File: config.mk
export PLATFORM = sky130hd
export DESIGN_NAME = utf8_stream_decoder_top
export DESIGN_NICKNAME = d
export VERILOG_FILES = /design/src/rtl/utf8d_pkg.sv /design/src/rtl/utf8d_decode.sv /design/src/rtl/utf8d_res_queue.sv /design/src/rtl/utf8_stream_decoder_top.sv
export SDC_FILE = /design/constraint.sdc
export NUM_CORES = 1
export LEC_CHECK = 0
export ABC_AREA = 1
export CAP_MARGIN = 25
export CORE_MARGIN = 8
export CORE_UTILIZATION = 30
export CTS_BUF_LIST = sky130_fd_sc_hd__clkbuf_8
export CTS_CLUSTER_DIAMETER = 40
export DETAILED_ROUTE_END_ITERATION = 16
export DONT_BUFFER_PORTS = 1
export SLEW_MARGIN = 20
export SYNTH_ARGS = -nofsm -noshare
export SYNTH_HDL_FRONTEND = slang
export SYNTH_SLANG_ARGS = --single-unit
File: constraint.sdc
create_clock -name clk_i -period 2.96 [get_ports clk_i]
set_input_delay 0 -clock clk_i [delete_from_list [all_inputs] [get_ports clk_i]]
set_output_delay 0 -clock clk_i [all_outputs]
set_load 0.02 [all_outputs]
File: src/rtl/utf8d_pkg.sv
// shared types, constants and lead byte decode for the utf-8 stream decoder
package utf8d_pkg;

  localparam int unsigned CpW    = 21;
  localparam int unsigned QDepth = 4;

  typedef enum logic [2:0] {
    StOk        = 3'd0,
    StEnd       = 3'd1,
    StPremature = 3'd2,
    StStray     = 3'd3,
    StBadLead   = 3'd4,
    StInvalid   = 3'd5,
    StFault     = 3'd6
  } status_e;

  typedef struct packed {
    logic [7:0] data_byte;
    logic       end_of_stream;
    logic       source_fault;
  } item_t;

  typedef struct packed {
    logic           vld;
    logic [CpW-1:0] cp;
    status_e        st;
    logic           last;
  } res_t;

  typedef struct packed {
    logic           emit;
    logic [CpW-1:0] cp;
    status_e        st;
    logic           open;
    logic [CpW-1:0] pv;
    logic [1:0]     br;
  } lead_t;

  function automatic lead_t decode_lead(input logic [7:0] b);
    lead_t l;
    l = '0;
    if (!b[7]) begin
      l.emit = 1'b1;
      l.cp   = CpW'(b);
      l.st   = StOk;
    end else if (!b[6]) begin
      l.emit = 1'b1;
      l.st   = StStray;
    end else if (!b[5]) begin
      l.open = 1'b1;
      l.pv   = CpW'(b[4:0]);
      l.br   = 2'd1;
    end else if (!b[4]) begin
      l.open = 1'b1;
      l.pv   = CpW'(b[3:0]);
      l.br   = 2'd2;
    end else if (!b[3]) begin
      l.open = 1'b1;
      l.pv   = CpW'(b[2:0]);
      l.br   = 2'd3;
    end else begin
      l.emit = 1'b1;
      l.st   = StBadLead;
    end
    return l;
  endfunction

endpackage

File: src/rtl/utf8d_decode.sv
// sequence state and single-pass decode of one registered byte into up to two results
module utf8d_decode (
  input  logic             clk_i,
  input  logic             rst_ni,
  input  logic             fire_i,
  input  utf8d_pkg::item_t item_i,
  output utf8d_pkg::res_t  res0_o,
  output utf8d_pkg::res_t  res1_o
);

  logic [utf8d_pkg::CpW-1:0] pv_q, pv_d, pv_sh;
  logic [1:0]                br_q, br_d;
  utf8d_pkg::lead_t          lead;
  utf8d_pkg::res_t           r0, r1;

  always_comb begin
    lead  = utf8d_pkg::decode_lead(item_i.data_byte);
    pv_sh = {pv_q[utf8d_pkg::CpW-7:0], item_i.data_byte[5:0]};
    r0    = '0;
    r1    = '0;
    pv_d  = pv_q;
    br_d  = br_q;
    if (item_i.source_fault) begin
      r0.vld = 1'b1;
      r0.st  = utf8d_pkg::StFault;
      pv_d   = '0;
      br_d   = '0;
    end else if (item_i.end_of_stream) begin
      r0.vld = 1'b1;
      r0.st  = (br_q != 2'd0) ? utf8d_pkg::StPremature : utf8d_pkg::StEnd;
      pv_d   = '0;
      br_d   = '0;
    end else if (br_q != 2'd0) begin
      if (item_i.data_byte[7:6] == 2'b10) begin
        br_d = br_q - 2'd1;
        if (br_q == 2'd1) begin
          r0.vld = 1'b1;
          r0.cp  = pv_sh;
          r0.st  = utf8d_pkg::StOk;
          pv_d   = '0;
        end else begin
          pv_d = pv_sh;
        end
      end else begin
        // bad continuation closes the sequence, then the byte is retried as a lead
        r0.vld = 1'b1;
        r0.st  = utf8d_pkg::StInvalid;
        pv_d   = '0;
        br_d   = '0;
        r1.vld = lead.emit;
        r1.cp  = lead.cp;
        r1.st  = lead.st;
        if (lead.open) begin
          pv_d = lead.pv;
          br_d = lead.br;
        end
      end
    end else begin
      r0.vld = lead.emit;
      r0.cp  = lead.cp;
      r0.st  = lead.st;
      if (lead.open) begin
        pv_d = lead.pv;
        br_d = lead.br;
      end
    end
    r1.last = r1.vld;
    r0.last = r0.vld & ~r1.vld;
  end

  always_ff @(posedge clk_i or negedge rst_ni) begin
    if (!rst_ni) begin
      pv_q <= '0;
      br_q <= '0;
    end else if (fire_i) begin
      pv_q <= pv_d;
      br_q <= br_d;
    end
  end

  assign res0_o = r0;
  assign res1_o = r1;

  a_second_after_invalid: assert property (@(posedge clk_i) disable iff (!rst_ni)
    r1.vld |-> (r0.vld && r0.st == utf8d_pkg::StInvalid))
    else $error("second result without an invalid continuation first");

  a_no_value_unless_ok: assert property (@(posedge clk_i) disable iff (!rst_ni)
    (r0.vld && r0.st != utf8d_pkg::StOk) |-> (r0.cp == '0))
    else $error("code point set on a result that is not ok");

  a_fault_closes: assert property (@(posedge clk_i) disable iff (!rst_ni)
    (fire_i && item_i.source_fault) |=> (br_q == 2'd0 && pv_q == '0))
    else $error("sequence still open after a source fault");

endmodule

File: src/rtl/utf8d_res_queue.sv
// result queue taking up to two results per cycle and delivering one per transaction
module utf8d_res_queue (
  input  logic            clk_i,
  input  logic            rst_ni,
  input  logic            wr_en_i,
  input  utf8d_pkg::res_t res0_i,
  input  utf8d_pkg::res_t res1_i,
  output logic            room_o,
  output logic            out_valid_o,
  input  logic            out_ready_i,
  output utf8d_pkg::res_t head_o
);

  localparam int unsigned PtrW = $clog2(utf8d_pkg::QDepth);
  localparam int unsigned CntW = $clog2(utf8d_pkg::QDepth + 1);

  utf8d_pkg::res_t mem_q [utf8d_pkg::QDepth];
  logic [PtrW-1:0] wr_ptr_q, wr_ptr_d, rd_ptr_q, rd_ptr_d, wr_p1;
  logic [CntW-1:0] count_q, count_d;
  logic            push0, push1, pop;
  logic [1:0]      push_n;

  always_comb begin
    push0    = wr_en_i & res0_i.vld;
    push1    = wr_en_i & res1_i.vld;
    pop      = out_valid_o & out_ready_i;
    push_n   = {1'b0, push0} + {1'b0, push1};
    wr_p1    = wr_ptr_q + PtrW'(1);
    wr_ptr_d = wr_ptr_q + PtrW'(push_n);
    rd_ptr_d = rd_ptr_q + PtrW'(pop);
    count_d  = count_q + CntW'(push_n) - CntW'(pop);
  end

  always_ff @(posedge clk_i) begin
    if (push0) begin
      mem_q[wr_ptr_q] <= res0_i;
    end
    if (push1) begin
      mem_q[wr_p1] <= res1_i;
    end
  end

  always_ff @(posedge clk_i or negedge rst_ni) begin
    if (!rst_ni) begin
      wr_ptr_q <= '0;
      rd_ptr_q <= '0;
      count_q  <= '0;
    end else begin
      wr_ptr_q <= wr_ptr_d;
      rd_ptr_q <= rd_ptr_d;
      count_q  <= count_d;
    end
  end

  assign room_o      = (count_q <= CntW'(utf8d_pkg::QDepth - 2));
  assign out_valid_o = (count_q != '0);
  assign head_o      = mem_q[rd_ptr_q];

  a_no_overflow: assert property (@(posedge clk_i) disable iff (!rst_ni)
    wr_en_i |-> room_o)
    else $error("results written without two free entries");

  a_count_bound: assert property (@(posedge clk_i) disable iff (!rst_ni)
    count_q <= CntW'(utf8d_pkg::QDepth))
    else $error("result queue count out of range");

endmodule

File: src/rtl/utf8_stream_decoder_top.sv
// top level of the utf-8 stream decoder: input register, decode and result queue
//
//  channel | direction | handshake               | payload
//  --------+-----------+-------------------------+------------------------------------------
//  in      | sink      | in_valid_i / in_ready_o | data_byte_i, end_of_stream_i, source_fault_i
//  out     | source    | out_valid_o/out_ready_i | code_point_o, status_o, last_of_run_o
//
// one input byte per cycle while the result queue has room; a byte is decoded from the input register
// its results are written into the result queue and leave it one result per output transaction
// the input register advances while the four-entry result queue has two free entries
// so only a byte giving two results, or output stalls, hold the input back
// rst_ni clears the sequence state, the input register's valid flag and the queue; no clearing pass
module utf8_stream_decoder_top (
  input  logic                      clk_i,
  input  logic                      rst_ni,
  input  logic                      in_valid_i,
  output logic                      in_ready_o,
  input  logic [7:0]                data_byte_i,
  input  logic                      end_of_stream_i,
  input  logic                      source_fault_i,
  output logic                      out_valid_o,
  input  logic                      out_ready_i,
  output logic [utf8d_pkg::CpW-1:0] code_point_o,
  output logic [2:0]                status_o,
  output logic                      last_of_run_o
);

  utf8d_pkg::item_t in_item_q;
  logic             in_vld_q, in_vld_d;
  logic             fire, room, in_acc;
  utf8d_pkg::res_t  res0, res1, head;

  assign fire       = in_vld_q & room;
  assign in_ready_o = ~in_vld_q | fire;
  assign in_acc     = in_valid_i & in_ready_o;
  assign in_vld_d   = in_acc | (in_vld_q & ~fire);

  always_ff @(posedge clk_i or negedge rst_ni) begin
    if (!rst_ni) begin
      in_vld_q <= 1'b0;
    end else begin
      in_vld_q <= in_vld_d;
    end
  end

  always_ff @(posedge clk_i) begin
    if (in_acc) begin
      in_item_q <= '{data_byte: data_byte_i, end_of_stream: end_of_stream_i,
                     source_fault: source_fault_i};
    end
  end

  utf8d_decode u_decode (
    .clk_i  (clk_i),
    .rst_ni (rst_ni),
    .fire_i (fire),
    .item_i (in_item_q),
    .res0_o (res0),
    .res1_o (res1)
  );

  utf8d_res_queue u_queue (
    .clk_i       (clk_i),
    .rst_ni      (rst_ni),
    .wr_en_i     (fire),
    .res0_i      (res0),
    .res1_i      (res1),
    .room_o      (room),
    .out_valid_o (out_valid_o),
    .out_ready_i (out_ready_i),
    .head_o      (head)
  );

  assign code_point_o  = head.cp;
  assign status_o      = head.st;
  assign last_of_run_o = head.last;

endmodule
# [Word-level counts from Yosys, hierarchy flattened]
# Memories as Yosys holds them, arrays and structs flattened.
# Cells that the tools add are included.
[totals] regBits=35 ram_bits=104 in_bits=14 out_inout_bits=27 word_cells=85 memories=1
[classes] n_addsub=7 order_cmp=1 eq_ne=2 mux=49 bitwise_logic=12 reduce_logical=4
[memory_table] memory="u_queue.mem_q" words=4 word_bits=26 read_ports=1 rd_clocked_by_memory_dff=0 write_ports=2 line="utf8d_res_queue.sv:17" text="utf8d_pkg::res_t mem_q [utf8d_pkg::QDepth];"
[ops] cell="$mux 25" count=6
[ops] cell="$mux 24" count=5
[ops] cell="$mux 15" count=7
[ops] cell="$mux 21" count=3
[ops] cell="$mux 3" count=8
[ops] cell="$mux 2" count=7
[ops] cell="$mux 1" count=12
[ops] cell="$and 1x1->1" count=7
[ops] cell="$mux 7" count=1
[ops] cell="$reduce_bool 4->1" count=1
[ops] cell="$add 3x2->3" count=1
[ops] cell="$le 3x2->1 const B" count=1
[ops] cell="$not 1->1" count=3
[ops] cell="$reduce_bool 3->1" count=1
[ops] cell="$sub 3x1->3" count=1
[ops] cell="$add 1x1->2" count=1
[ops] cell="$add 2x1->2" count=1
[ops] cell="$add 2x1->2 const B" count=1
[ops] cell="$add 2x2->2" count=1
[ops] cell="$eq 2x1->1 const B" count=1
[ops] cell="$eq 2x2->1 const B" count=1
[ops] cell="$or 1x1->1" count=2
[ops] cell="$reduce_and 2->1" count=1
[ops] cell="$reduce_bool 2->1" count=1
[ops] cell="$sub 2x1->2 const B" count=1

# [Longest topological paths before layout]
# Gate-level depths: netlist of the first run.
[depth] word_depth=13 ltp_mapped=15 mapped_depth_nobuf=14

# [Cells and area by module]
# Synthesis of the first run repeated with hierarchy kept, for this count alone.
[hier_totals] cells_unflattened=1025 hier_area_um2=8099.0
[by_module_without_submodules] mod="utf8d_res_queue" instances=1 cells_per_inst=801 area_each_um2=6299.8 seq_area_each_um2=3298.2
[by_module_without_submodules] mod="utf8d_decode" instances=1 cells_per_inst=206 area_each_um2=1446.4 seq_area_each_um2=425.4
[by_module_without_submodules] mod="utf8_stream_decoder_top" instances=1 cells_per_inst=18 area_each_um2=352.8 seq_area_each_um2=325.3

# [Worst setup path after synthesis of the first run]
# Ideal clock, no wire load.
[synth_timing] path_kind="reg-to-reg" startpoint="register u_decode.br_q[0]" endpoint="register u_queue.count_q[2]" setup_time_ns=0.129 arrival_ns=2.691 required_ns=2.831 setup_slack_ns=0.141 path_stages_with_launch=16 n_path_buf=2 period_less_slack_ns=2.819 path_cell_list="dfrtp_1 > inv_1 > ha_1 > inv_2 > buf_2 > nand2_1 > nand3_4 > buf_2 > nand2_1 > inv_2 > ha_1 > inv_1 > ha_1 > fa_1 > xnor2_1 > xor2_1"
[synth_via] elab_chain_len=10 elab_cells_between_ends=15 classes_between="add/sub (3); eq/ne (1); mux (8); bitwise (2); reduce/logical (1)"
[synth_lines] element="start, declared" line="utf8d_decode.sv:12" text="logic [1:0] br_q, br_d;"
[synth_lines] element="start signal, assigned" line="utf8d_decode.sv:77" text="br_q <= br_d;"
[synth_lines] element="$eq 2x1->1" line="utf8d_decode.sv:36" text="if (br_q == 2'd1) begin"
[synth_lines] element="$mux 25" line="utf8d_decode.sv:36"
[synth_lines] element="$mux 1" line="utf8d_decode.sv:34" text="if (item_i.data_byte[7:6] == 2'b10) begin"
[synth_lines] element="$mux 25" line="utf8d_decode.sv:33" text="end else if (br_q != 2'd0) begin"
[synth_lines] element="$mux 1" line="utf8d_decode.sv:28" text="end else if (item_i.end_of_stream) begin"
[synth_lines] element="$mux 1" line="utf8d_decode.sv:23" text="if (item_i.source_fault) begin"
[synth_lines] element="$and 1x1->1" line="utf8d_res_queue.sv:24" text="push0 = wr_en_i & res0_i.vld;"
[synth_lines] element="$add 1x1->2 (*)" line="utf8d_res_queue.sv:27" text="push_n = {1'b0, push0} + {1'b0, push1};"
[synth_lines] element="$add 3x2->3 (*)" line="utf8d_res_queue.sv:31" text="count_d = count_q + CntW'(push_n) - CntW'(pop);"
[synth_lines] element="$sub 3x1->3 (*)" line="utf8d_res_queue.sv:31"
[synth_lines] element="named net u_queue.count_d[2]" line="utf8d_res_queue.sv:19" text="logic [CntW-1:0] count_q, count_d;"
[synth_lines] element="end signal, assigned" line="utf8d_res_queue.sv:51" text="count_q <= count_d;"
[synth_lines] element="end, declared" line="utf8d_res_queue.sv:19"
# Mark *: on every way through the listed nets, which the timed path passes. The rest lies on a longest branch.
# A chain may end at the register's enable or synchronous reset.

# [Worst setup path after layout of the first run]
[layout_timing] startpoint="register u_decode.br_q[1]" endpoint="register u_queue.count_q[2]"
# Same word-level chain as after synthesis.

==> metrics, run 1 <==
result of the run finished clean; number of flops mapped to enable cells by yosys 54; P per Cell Area 932 nW/um2; Mean Syn Cell Area 8.41 um2; width of the die 164 um; Synth warnings 0; gr ovfl total 0; kind of critical path reg -> reg; FF-to-FF setup slack 270 ps; Mapped Area 6550 um2; Vias 5616; antenna cells 0; fin nets 810; initial core utilization 30.3%; final setup vio count 0; Clock Sinks 135; H-tree depth 4; Power Total 0.00695 W; area leader, netlist edfxtp_1; largest net degree at the start of global routing 68; Slew Limit Fails 0; detailed placement HPWL 12200 um; WP data required 3340 ps; GRT Util Overall 14.1%; Hold Path Class in -> async; Max transition margin 39.7%; Worst setup EP type register; vias in the first global route 5145; final count of hold timing violations 0; ratio of cells with drive above 1 in the final layout 10.9%; Die Ht 164 um; synth unique cells 31; # port buffers 0; row count 54; initial antenna violation count 0; ranking of synthesized cells by area edfxtp_1 25%, dfxtp_1 17%, dfrtp_1 9.6%; Gate Count Post-Synth 779; R2R Path Start u_decode.br_q[1]; Synth top area share 24.8%; DRC viols 0; CP Max Fanout 5; max cap viols 0; Fmax achieved 372 MHz; ys async rst share 18.5%; Max Buffers Root-to-Sink 2; post-placement setup slack 299 ps; VDD IR-drop max 466 uV; Num CTS Buffers 17; Synth Net Count 803; Leakage 2.98 nW; total negative slack 0 ps; placed instance area 6870 um2; die area 26800 um2; I/O pins 41; Critical Path Start Type register; Yosys reg bits 135; crit path DAT 3070 ps; final setup skew 16.1 ps; antenna viol nets, final 0; Root Driver clkbuf_8; CTS clk-pin slew, worst paths 80 ps; Most used DFF post-synth dfxtp_1; vias per cell 5.20; total iterations of the first detailed-routing run 5; final worst path period need 2690 ps; RSZ-0062 raised after global routing no; setup bufs post-CTS 0; Final WS setup 273 ps; Slew @ Worst Pin 904 ps; first-pass GRT wire length 29400 um; Final Cell Area 7460 um2; Routability Congestion 0.866; critical path startpoint u_decode.br_q[1]; CTS tree built; Routed wire per std cell 17.3 um; Clock Latency Late Sink 470 ps; Routed WL 18600 um; P&R area growth vs syn 13.8%; sequential share of the synthesized area 51.4%; Tcrit/Tclk final 90.8%; core box area 21600 um2; Iter 0 DRT Violations 506
## sequential cells by signal, summed over array words and instances (netlist names)
signal / cells
u_queue.count_q: 3
in_item_q: 10
u_queue.wr_ptr_q: 2
u_decode.pv_q: 15
u_decode.br_q: 2
u_queue.rd_ptr_q: 2
in_vld_q: 1
u_queue.mem_q: 100
## stage by stage
stage	instances	hold slack [ps]	utilization, %
after floorplan	779	-296	-
after global placement	1032	-294	31.8
after detailed placement	1032	-294	31.8
after CTS	1079	45.1	34.5
after global routing	1079	39.7	34.5
final	1079	41.5	34.5
## layer usage
metal / up-vias / part of all wire (%) / track usage [%]
met3: 21 / 5.2 / 3.21
met2: 167 / 46 / 22.4
li1: 2762 / - / -
met5: - / 0 / 0
met4: 0 / 1.1 / 4.09
met1: 2666 / 47 / 19.0
## cells in the mapped netlist, drive strengths merged (2+ instances only)
cell and count:
a21boi 2, a21oi 5, buf 27, clkbuf 30, dfrtp 25, dfxtp 56, edfxtp 54, ha 9
inv 29, nand2 134, nand3 122, nand4 58, nor2 91, nor3 3, o21ai 101, o22ai 25
xnor2 2, xor2 3
## kinds of logic after synthesis
family          count (synthesis)  share of synthesized area [%]
compound gates                134                           10.9
xor+xnor                        5                          0.669
fa+ha+maj                      10                           2.02
buf+inv                        87                           5.64
flops                         135                           51.4
simple gates                  408                           29.4
## cell type report
| class | count | area (um2) |
|---|---|---|
| Clock buffer | 19 | 262 |
| Tap cell | 280 | 350 |
| Sequential cell | 135 | 3370 |
| Fill cell | 2296 | 14200 |
| Multi-Input combinational cell | 557 | 2810 |
| Clock inverter | 13 | 155 |
| Timing Repair Buffer | 45 | 395 |
| Inverter | 30 | 113 |
## worst max-delay path: stages (launching register included)
cell and delay (ps):
dfrtp_1 360, inv_1 90, ha_1 240, inv_1 80, nand3_1 120, nand2_1 100
nand3_4 90, nand2_1 60, inv_2 100, ha_1 190, inv_1 50, ha_1 310
fa_1 440, xnor2_1 180, xor2_1 190
## where the power goes
group	internal, W	total [W]	leakage [nW]	switching [W]
combinational	0.000660	0.00298	1.44	0.00232
sequential	0.00221	0.00234	1.31	0.000130
clock	0.000874	0.00163	0.219	0.000755
total	0.00375	0.00695	2.98	0.00320
## worst paths after layout
| check | cells after the start | end |
|---|---|---|
| setup / recovery | 14 | u_queue.count_q[2] |
| min in group clk_i | 1 | in_item_q[3] |
| max in group asynchronous | 3 | u_decode.pv_q[13] |
| hold reg to reg | 2 | u_queue.mem_q[1][20] |
| hold / removal | 3 | u_decode.br_q[1] |
| setup reg to reg | 14 | u_queue.count_q[2] |
## timing repair
item / in CTS / in global routing
gates resized for setup: 0 / 0
hold buffers: 15 / 0
endpoints found under the setup margin: 0 / 0
hold endpoints to repair: 47 / 0
## layout by cell type (no fill, tap or decap), types with 4 or more instances in the layout
cell type / Yosys / final
a21oi_1: 5 / 5
dfrtp_1: 25 / 25
o21ai_0: 86 / 86
edfxtp_1: 54 / 54
o21ai_1: 14 / 14
nor2_1: 86 / 86
o22ai_1: 25 / 25
nand4_1: 58 / 58
ha_1: 9 / 9
buf_4: 4 / 30
nand3_2: 8 / 8
dfxtp_1: 56 / 56
inv_1: 21 / 23
clkbuf_8: 0 / 19
inv_2: 8 / 8
dlygate4sd3_1: 0 / 13
nand3_1: 113 / 113
nand2_1: 132 / 132
nor2_4: 4 / 4
(Power assumes the default switching activity.)
==> run 2, diff against run 1 <==
--- a/config.mk
+++ b/config.mk
@@ -13,6 +13,7 @@
 export CTS_CLUSTER_DIAMETER = 40
 export DETAILED_ROUTE_END_ITERATION = 16
 export DONT_BUFFER_PORTS = 1
+export RECOVER_POWER = 100
 export SLEW_MARGIN = 20
 export SYNTH_ARGS = -nofsm -noshare
 export SYNTH_HDL_FRONTEND = slang
==> metrics, run 2 (same netlist as run 1, synthesis figures left out) <==
Tcrit/Tclk final 90.9%; failing checks max-capacitance violations, max-slew violations; antenna cells 0; proportion of power drawn by combinational gates 42.4%; H-tree depth 4; CP Max Fanout 5; Vias 5613; met3 Usage GRT 3.21%; fin nets 810; Num CTS Buffers 17; met2 Track Usage GR 22.4%; Iter 0 DRT Violations 564; Routed wire per std cell 17.3 um; Pint 0.00371 W; Hold Path Class in -> reg; Final WS setup 269 ps; clock share of power 23.6%; Slew Limit Fails 26; vias per cell 5.20; WP data required 3340 ps; row count 54; final count of hold timing violations 0; Fmax achieved 372 MHz; Critical Path Start Type register; placed instance area 6870 um2; final setup skew 15.8 ps; Die Ht 164 um; Flop pwr share 33.9%; result of the run complete, but fails checks; Clock Sinks 135; VDD IR-drop max 433 uV; Leakage 2.95 nW; initial antenna violation count 0; CTS clk-pin slew, worst paths 80 ps; total negative slack 0 ps; max FFs per register 100; FILL cells 2305; busiest grt layer met2; # port buffers 0; Clock Latency Late Sink 470 ps; CTS tree built; ratio of cells with drive above 1 in the final layout 9.89%; Final Cell Area 7380 um2; DRC viols 0; Worst setup EP type register; first-pass GRT wire length 29400 um; core box area 21600 um2; largest net degree at the start of global routing 68; vias in the first global route 5145; grt met1 use 19.0%; final setup vio count 0; P per Cell Area 933 nW/um2; Routability Congestion 0.866; kind of critical path reg -> reg; utilization after layout 34.2%; setup bufs post-CTS 0; Power Total 0.00689 W; most common cell after layout, fill and taps aside nand2_1; P&R area growth vs syn 12.7%; Largest regs u_queue.mem_q: 100 flops, u_decode.pv_q: 15 flops, in_item_q: 10 flops; GRT Util Overall 14.1%; gr ovfl total 0; max cap viols 1; antenna viol nets, final 0; total iterations of the first detailed-routing run 7; Switching Share 46.2%; Slew @ Worst Pin 1520 ps; post-placement setup slack 299 ps; Root Driver clkbuf_8; Routed WL 18600 um; Max Buffers Root-to-Sink 2; RSZ-0062 raised after global routing no; crit path DAT 3070 ps; commonest non-fill, non-tap cells in the layout 132 x nand2_1, 116 x nand3_1, 100 x o21ai_0, 87 x nor2_1, 58 x nand4_1; width of the die 164 um; Max transition margin -1.15%; final worst path period need 2690 ps; I/O pins 41; most flop-heavy register u_queue.mem_q; die area 26800 um2; P_sw 0.00318 W; detailed placement HPWL 12200 um; initial core utilization 30.3%
-- run 2: cell types whose count changed in the layout (fill, tap and decap cells not counted), sizes merged --
cell	previous run	this run
clkdlybuf4s25	0	1
clkbuf	19	30
buf	32	20
-- run 2: critical path: stages, from the launching register on --
cell and delay, ps:
dfrtp_1 370, inv_1 90, ha_1 240, inv_1 80, nand3_1 120, nand2_1 110
nand3_4 90, nand2_1 60, inv_2 100, ha_1 190, inv_1 50, ha_1 310
fa_1 440, xnor2_1 180, xor2_1 190
-- run 2: power groups by stage --
stage / clock network, W / registers (W) / logic, W
after global placement: 0 / 0.00238 / 0.00295
after CTS: 0.00166 / 0.00234 / 0.00301
final: 0.00163 / 0.00234 / 0.00292
after detailed placement: 0 / 0.00238 / 0.00298
after global routing: 0.00174 / 0.00236 / 0.00321
after floorplan: 0 / 0.00235 / 0.00214
-- run 2: stage by stage --
step                hold slack [ps]  cells
floorplan                      -296    779
detailed placement             -294   1032
CTS                            45.1   1079
finish                          152   1079
global placement               -294   1032
global route                    138   1079
-- run 2: path summary, 6_finish.rpt --
path / from / end / slack, ps / cells after the start
max in group asynchronous: rst_ni / u_decode.pv_q[13] / 1380 / 3
worst min-delay path: data_byte_i[1] / in_item_q[3] / 150 / 1
min in group asynchronous: rst_ni / u_decode.br_q[1] / 690 / 3
worst min register to register: u_queue.mem_q[1][20] / u_queue.mem_q[1][20] / 460 / 2
worst max-delay path: u_decode.br_q[1] / u_queue.count_q[2] / 270 / 14
worst max register to register: u_decode.br_q[1] / u_queue.count_q[2] / 270 / 14
-- run 2: metal layers --
metal | part of all wire (%) | vias to the layer above
li1 | - | 2766
met1 | 46 | 2634
met2 | 46 | 190
met3 | 6.3 | 23
met4 | 1.1 | 0
met5 | 0 | -
-- run 2: layout make-up --
type	instances	area, um2	area share [%]
clock buffer	19	262	3.54
clock inverter	13	155	2.10
inverter	30	113	1.52
multi-input combinational	557	2800	37.9
sequential	135	3370	45.6
tap	280	350	4.74
timing repair buffer	45	342	4.63
-- run 2: what timing repair did --
item,CTS,global route
resized for setup,0,0
hold buffers,15,0
hold endpoints to repair,47,0
